==> src/design/bacg_pkg.sv <==
// Shared types and constants of the block affine coordinate generator.
package bacg_pkg;

   localparam int COEF_W    = 32;
   localparam int COORD_W   = 16;
   localparam int FRAC_BITS = 16;
   localparam int DIM_W     = 13;
   localparam int CSR_IDX_W = 3;

   localparam logic [CSR_IDX_W-1:0] CSR_FRAME_WIDTH  = 3'd0;
   localparam logic [CSR_IDX_W-1:0] CSR_FRAME_HEIGHT = 3'd1;
   localparam logic [CSR_IDX_W-1:0] CSR_COEF_XX      = 3'd2;
   localparam logic [CSR_IDX_W-1:0] CSR_COEF_XY      = 3'd3;
   localparam logic [CSR_IDX_W-1:0] CSR_OFFSET_X     = 3'd4;
   localparam logic [CSR_IDX_W-1:0] CSR_COEF_YX      = 3'd5;
   localparam logic [CSR_IDX_W-1:0] CSR_COEF_YY      = 3'd6;
   localparam logic [CSR_IDX_W-1:0] CSR_OFFSET_Y     = 3'd7;

   localparam logic signed [COEF_W-1:0] COEF_ONE  = 32'sd65536;
   localparam logic signed [COEF_W-1:0] COEF_ZERO = 32'sd0;

   typedef struct packed {
      logic load;
      logic sum;
   } stage_en_type;

endpackage

==> src/design/bacg_affine.sv <==
// Two-stage affine term: registered products, then registered sum with truncation to 16 bits.
module bacg_affine #(
   parameter int CW = 13,
   parameter int RW = 13
) (
   input  logic                              clock,
   input  bacg_pkg::stage_en_type            en,
   input  logic signed [bacg_pkg::COEF_W-1:0] coef_col,
   input  logic signed [bacg_pkg::COEF_W-1:0] coef_row,
   input  logic signed [bacg_pkg::COEF_W-1:0] offset,
   input  logic [CW-1:0]                     col,
   input  logic [RW-1:0]                     row,
   output logic signed [bacg_pkg::COORD_W-1:0] coord
);

   localparam int MW = (CW > RW) ? CW : RW;
   localparam int SW = bacg_pkg::COEF_W + MW + 3;

   logic signed [bacg_pkg::COEF_W+CW:0]  prod_col_ff, prod_col_in;
   logic signed [bacg_pkg::COEF_W+RW:0]  prod_row_ff, prod_row_in;
   logic signed [SW-1:0]                 sum;
   logic                                 round_up;
   logic signed [bacg_pkg::COORD_W-1:0]  coord_ff, coord_in;

   assign prod_col_in = coef_col * $signed({1'b0, col});
   assign prod_row_in = coef_row * $signed({1'b0, row});

   assign sum = SW'(prod_col_ff) + SW'(prod_row_ff) + SW'(offset);
   assign round_up = sum[SW-1] && (sum[bacg_pkg::FRAC_BITS-1:0] != '0);
   assign coord_in = sum[bacg_pkg::FRAC_BITS +: bacg_pkg::COORD_W]
                     + bacg_pkg::COORD_W'(round_up);

   always_ff @(posedge clock) begin
      if (en.load) begin
         prod_col_ff <= prod_col_in;
         prod_row_ff <= prod_row_in;
      end
      if (en.sum) begin
         coord_ff <= coord_in;
      end
   end

   assign coord = coord_ff;

endmodule

==> config.mk <==
export PLATFORM = sky130hd
export DESIGN_NAME = bacg_affine
export DESIGN_NICKNAME = d
export VERILOG_FILES = /design/src/design/bacg_pkg.sv /design/src/design/bacg_affine.sv
export SDC_FILE = /design/constraint.sdc
export NUM_CORES = 2
export LEC_CHECK = 0
export BUFFER_PORTS_ARGS = -buffer_cell sky130_fd_sc_hd__buf_4
export CORE_ASPECT_RATIO = 0.8
export CORE_MARGIN = 2
export CORE_UTILIZATION = 40
export CTS_CLUSTER_DIAMETER = 30
export DETAILED_ROUTE_END_ITERATION = 16
export GPL_ROUTABILITY_DRIVEN = 0
export PLACE_DENSITY_LB_ADDON = 0.3
export SETUP_SLACK_MARGIN = 0.05
export SYNTH_ARGS = -nofsm -noshare
export SYNTH_HDL_FRONTEND = slang
export SYNTH_SLANG_ARGS = --single-unit
export TNS_END_PERCENT = 50
==> constraint.sdc <==
create_clock -name clock -period 8.5 [get_ports clock]
set_clock_uncertainty 0.05 [all_clocks]
set_input_delay 1.275 -clock clock [delete_from_list [all_inputs] [get_ports clock]]
set_output_delay 1.275 -clock clock [all_outputs]
set_load 0.02 [all_outputs]
# Word level (Yosys, flattened, before mapping)
# Index checks and enable logic that the tools add are counted.
# W data, S select, Z words.
# classes
add_sub_neg	3
mul	2
n_div	0
n_lt_le_gt_ge	0
eq_ne	0
shifts	0
muxes	0
bitwise_logic	0
n_reduce_logical	2
# op_table
op	n
$mul A32 B14 Y46	2
$add A47 B32 Y48	1
$add A46 B46 Y47	1
$add A16 B1 Y16	1
$reduce_bool A16 Y1	1
$logic_and A1 B1 Y1	1
# word_totals
regBits	108
latch_bits	0
mem_bits_rw	0
mem_bits_ro	0
in_bits	125
word_cells	10
mem_count	0

# Depth between registers and ports, before layout
# logic_depth
depth_word	5
ltp_mapped	25

# Worst setup path after synthesis
# Ideal clock, no wire load.
# synth_path
kind	input port to flip-flop
start	input port coef_row[16] (netlist name)
end	register prod_row_ff[43] (netlist name), data pin
t_arrival_ps	7060
slack_ps	1125
stages	23
path_buffers	1
cell_sequence	clkbuf_1 -> and2_1 -> fa_1 -> inv_1 -> fa_1 -> inv_1 -> fa_1 -> fa_1 -> fa_1 -> inv_1 -> fa_1 -> inv_1 -> ha_1 -> a21o_1 -> a211o_1 -> o21ai_1 -> o221ai_1 -> a21oi_2 -> o31ai_1 -> a31o_2 -> a2111oi_0 -> nor3_1 -> xor2_1
# synth_via
elab_chain_len	1
# synth_lines
element	line_no	source
start: declaration	bacg_affine.sv:9	input logic signed [bacg_pkg::COEF_W-1:0] coef_row,
$mul A32 B14 Y46	bacg_affine.sv:26	assign prod_row_in = coef_row * $signed({1'b0, row});
net prod_row_in, one bit	bacg_affine.sv:20	logic signed [bacg_pkg::COEF_W+RW:0] prod_row_ff, prod_row_in;
end signal: assignment	bacg_affine.sv:36	prod_row_ff <= prod_row_in;
end: declaration	bacg_affine.sv:20	
# The timed path passes the listed nets, and every way through them passes these cells.
# A chain may end at the register's enable or synchronous reset.

# Final worst setup path
# layout_path
start	input port col[2]
end	register prod_col_ff[40] (netlist name), data pin
# layout_via
elab_chain_len	1
# layout_lines
element	line_no	source
start: declaration	bacg_affine.sv:11	input logic [CW-1:0] col,
$mul A32 B14 Y46	bacg_affine.sv:25	assign prod_col_in = coef_col * $signed({1'b0, col});
net prod_col_in, one bit	bacg_affine.sv:19	logic signed [bacg_pkg::COEF_W+CW:0] prod_col_ff, prod_col_in;
end signal: assignment	bacg_affine.sv:35	prod_col_ff <= prod_col_in;
end: declaration	bacg_affine.sv:19	
# The timed path passes the listed nets, and every way through them passes these cells.

==> flow_metrics.env <==
export IMPL_outcome="completed"
export IMPL_worstSkewPairLatency_ns=0.37
export IMPL_worstSetupEndpointType="flop"
export IMPL_ys_types=71
export IMPL_layout_worst_path_cycle_share_pct=90.3
export IMPL_critPathKind="in2reg"
export IMPL_vias_per_cell=4.98
export IMPL_post_cts_resized=0
export IMPL_most_common_cell_after_layout_fill_and_taps_aside="inv_1"
export IMPL_worst_pin_slew_ns=1.06
export IMPL_first_iter_violations=1305
export IMPL_timing_critical_path_fanout_max=32
export IMPL_routed_wirelength_um=82200
export IMPL_worst_endpoint_arrival_ns=7.74
export IMPL_die_width_um=337
export IMPL_grt_setup_unrepaired="false"
export IMPL_layout_common_cells="inv_1 (860), fa_1 (803), nand2_1 (470)"
export IMPL_number_of_sinks_driven_by_the_clock_tree=108
export IMPL_path_clk_slew_ns=0.07
export IMPL_seqCellArea_um2=3240
export IMPL_maximum_number_of_pins_on_one_net_before_global_route_repair=48
export IMPL_multi_input_comb_area_um2=28400
export IMPL_route_detailed_wl_per_inst_um=16.6
export IMPL_design_die_area_um2=91100
export IMPL_synth_seq_cells=108
export IMPL_groute_usage_overall_pct=19.0
export IMPL_critPathRequiredTime_ns=8.56
export IMPL_gr_total_overflow=0
export IMPL_count_of_buffers_inserted_at_the_top_level_ports=140
export IMPL_final_layout_size_suffix_gt1_share_pct=4.83
export IMPL_cts_htree_levels=3
export IMPL_start_util_pct=40.4
export IMPL_drv_cap=0
export IMPL_final_max_slew_violation_count=0
export IMPL_count_of_mapped_cells_out_of_synthesis=3771
export IMPL_ys_async_sr_fraction_pct=0
export IMPL_warnings_from_yosys=0
export IMPL_drt_pre_antenna_iters=5
export IMPL_core_area_um2=87700
export IMPL_boundaryPins=141
export IMPL_cts_root_buf="clkbuf_16"
export IMPL_edff_count_synth=108
export IMPL_timing_final_setup_violations=0
export IMPL_hold_viol=0
export IMPL_syn_area_um2=35500
export IMPL_synth_nets=4959
export IMPL_worstPathCellList="buf_4 -> and2_1 -> fa_1 -> inv_1 -> fa_1 -> inv_1 -> fa_1 -> inv_1 -> fa_1 -> inv_1 -> fa_1 -> inv_1 -> fa_1 -> inv_1 -> ha_1 -> a2111oi_0 -> o21ai_0 -> a41oi_2 -> o22ai_2 -> a21oi_2 -> o311ai_1 -> a31o_2 -> a41oi_1 -> xnor2_1"
export IMPL_grt_pass1_vias=25900
export IMPL_postCtsSetupBuffers=0
export IMPL_ys_dominant_reg_cell="edfxtp_1"
export IMPL_dpl_hpwl_um=67100
export IMPL_final_net_count=4953
export IMPL_period_minus_slack_ns=7.68
export IMPL_min_delay_start="prod_col_ff[31]"
export IMPL_critical_path_startpoint="col[2]"
export IMPL_regToRegStartpoint="prod_col_ff[10]"
export IMPL_cts_tree="built"
export IMPL_cts_inserted_buffers=9
export IMPL_cts_hold_repair_buffers=0
export IMPL_timing_slew_headroom_pct=28.8
export IMPL_routed_via_count=24700
export IMPL_clk_path_buf_depth=2
export IMPL_antenna_found_initial=1
export IMPL_crit_slowest_cell="fa_1"
export IMPL_wire_length_of_the_first_global_routing_pass_um=138000
export IMPL_drcViolationCount=0
export IMPL_antennaDiodeCount=0
export IMPL_startpoint_type="input pin"
export IMPL_ant_nets=0
export IMPL_syn_avg_cell_area_um2=9.41
export IMPL_syn_to_final_growth_pct=6.39
export IMPL_final_fill_count=8565
export IMPL_maxClockFrequency_mhz=130
export IMPL_timing_critical_path_slowest_cell_delay_ns=0.53
export IMPL_placement_rows=97
export IMPL_hold_path_class="reg2reg"
export IMPL_dieHeight_um=270
export IMPL_fin_tns_setup_ns=0
export IMPL_synth_sequential_area_ratio_pct=9.14
critical path: cells and delay by family:
kind            cells  cell delay [ns]
compound gates      8             2.37
fa+ha+maj           7             3.29
xor+xnor            1             0.09
buf+inv             7             0.51
simple gates        1             0.20
registers in the layout, indices dropped and copies added, names as in the netlist:
name / flops
prod_col_ff: 46
prod_row_ff: 46
coord: 16
metal layers:
metal	vias to the layer above	global-route usage, %	routed length [µm]	share of wire (%)
met2	534	30.6	38800	47
met4	2	3.28	1300	1.6
met3	83	1.95	3640	4.4
met1	12800	28.1	38400	47
met5	-	0	10	0.012
li1	11300	-	-	-
cell usage after synthesis, types with 8 or more instances:
master / count / area [µm²]
o211ai_1: 8 / 60.1
fa_1: 803 / 16100
nand2_1: 470 / 1760
ha_1: 260 / 3250
nand3_1: 19 / 95.1
a211oi_1: 8 / 60.1
clkbuf_1: 161 / 604
inv_1: 860 / 3230
o21a_1: 8 / 60.1
nor2b_1: 17 / 106
nand4_1: 17 / 106
xnor2_1: 99 / 867
a31oi_1: 11 / 68.8
o21ai_0: 57 / 285
a21oi_1: 112 / 561
a21o_1: 78 / 586
xor2_1: 34 / 298
nor2_1: 50 / 188
edfxtp_1: 108 / 3240
nand2b_1: 12 / 75.1
and2_1: 442 / 2770
o21bai_1: 14 / 105
and3_1: 17 / 106
final cells by class:
class	count	share of cell area, %
multi-input combinational	2640	75.2
clock inverter	7	0.215
tap	1188	3.94
inverter	860	8.55
timing repair buffer	146	2.90
clock buffer	9	0.597
sequential	108	8.59
metrics by stage:
| stage | utilization (%) | instances | area [µm²] | worst slack [ns] | hold WS, ns |
|---|---|---|---|---|---|
| 3_5_place_dp | 42.7 | 4942 | 37400 | 0.474 | 1.01 |
| 4_1_cts | 43.0 | 4958 | 37700 | 0.839 | 1.00 |
| 3_3_place_gp | 42.7 | 4942 | 37400 | 0.588 | 0.946 |
| 2_1_floorplan | - | 3771 | 35500 | 1.12 | 0.879 |
| 6_report | 43.0 | 4958 | 37700 | 0.824 | 0.995 |
| 5_1_grt | 43.0 | 4958 | 37700 | 0.380 | 1.09 |
logic make-up (layout without fill, tap and decap cells):
family                     count (synthesis)  count (layout)  share of synthesized area (%)
muxes                                      3               3                         0.0882
DFF                                      108             108                           9.14
AOI/OAI and AO/OA                        363             363                           6.79
xor gates and xnor gates                 133             133                           3.28
buffers and inverters                   1023            1022                           10.8
adders and majority gates               1063            1063                           54.5
and+or+nand+nor                         1078            1078                           15.4
final timing paths:
| check | to | slack (ns) | depth (start not counted) |
|---|---|---|---|
| max | prod_col_ff[40] | 0.82 | 24 |
| max reg2reg | coord[14] | 2.49 | 18 |
| min reg2reg | coord[15] | 1.0 | 4 |
| min | coord[15] | 1.0 | 4 |
Power is not shown: default switching activity piles up to over one toggle a cycle in this logic, so the estimate is an artifact.
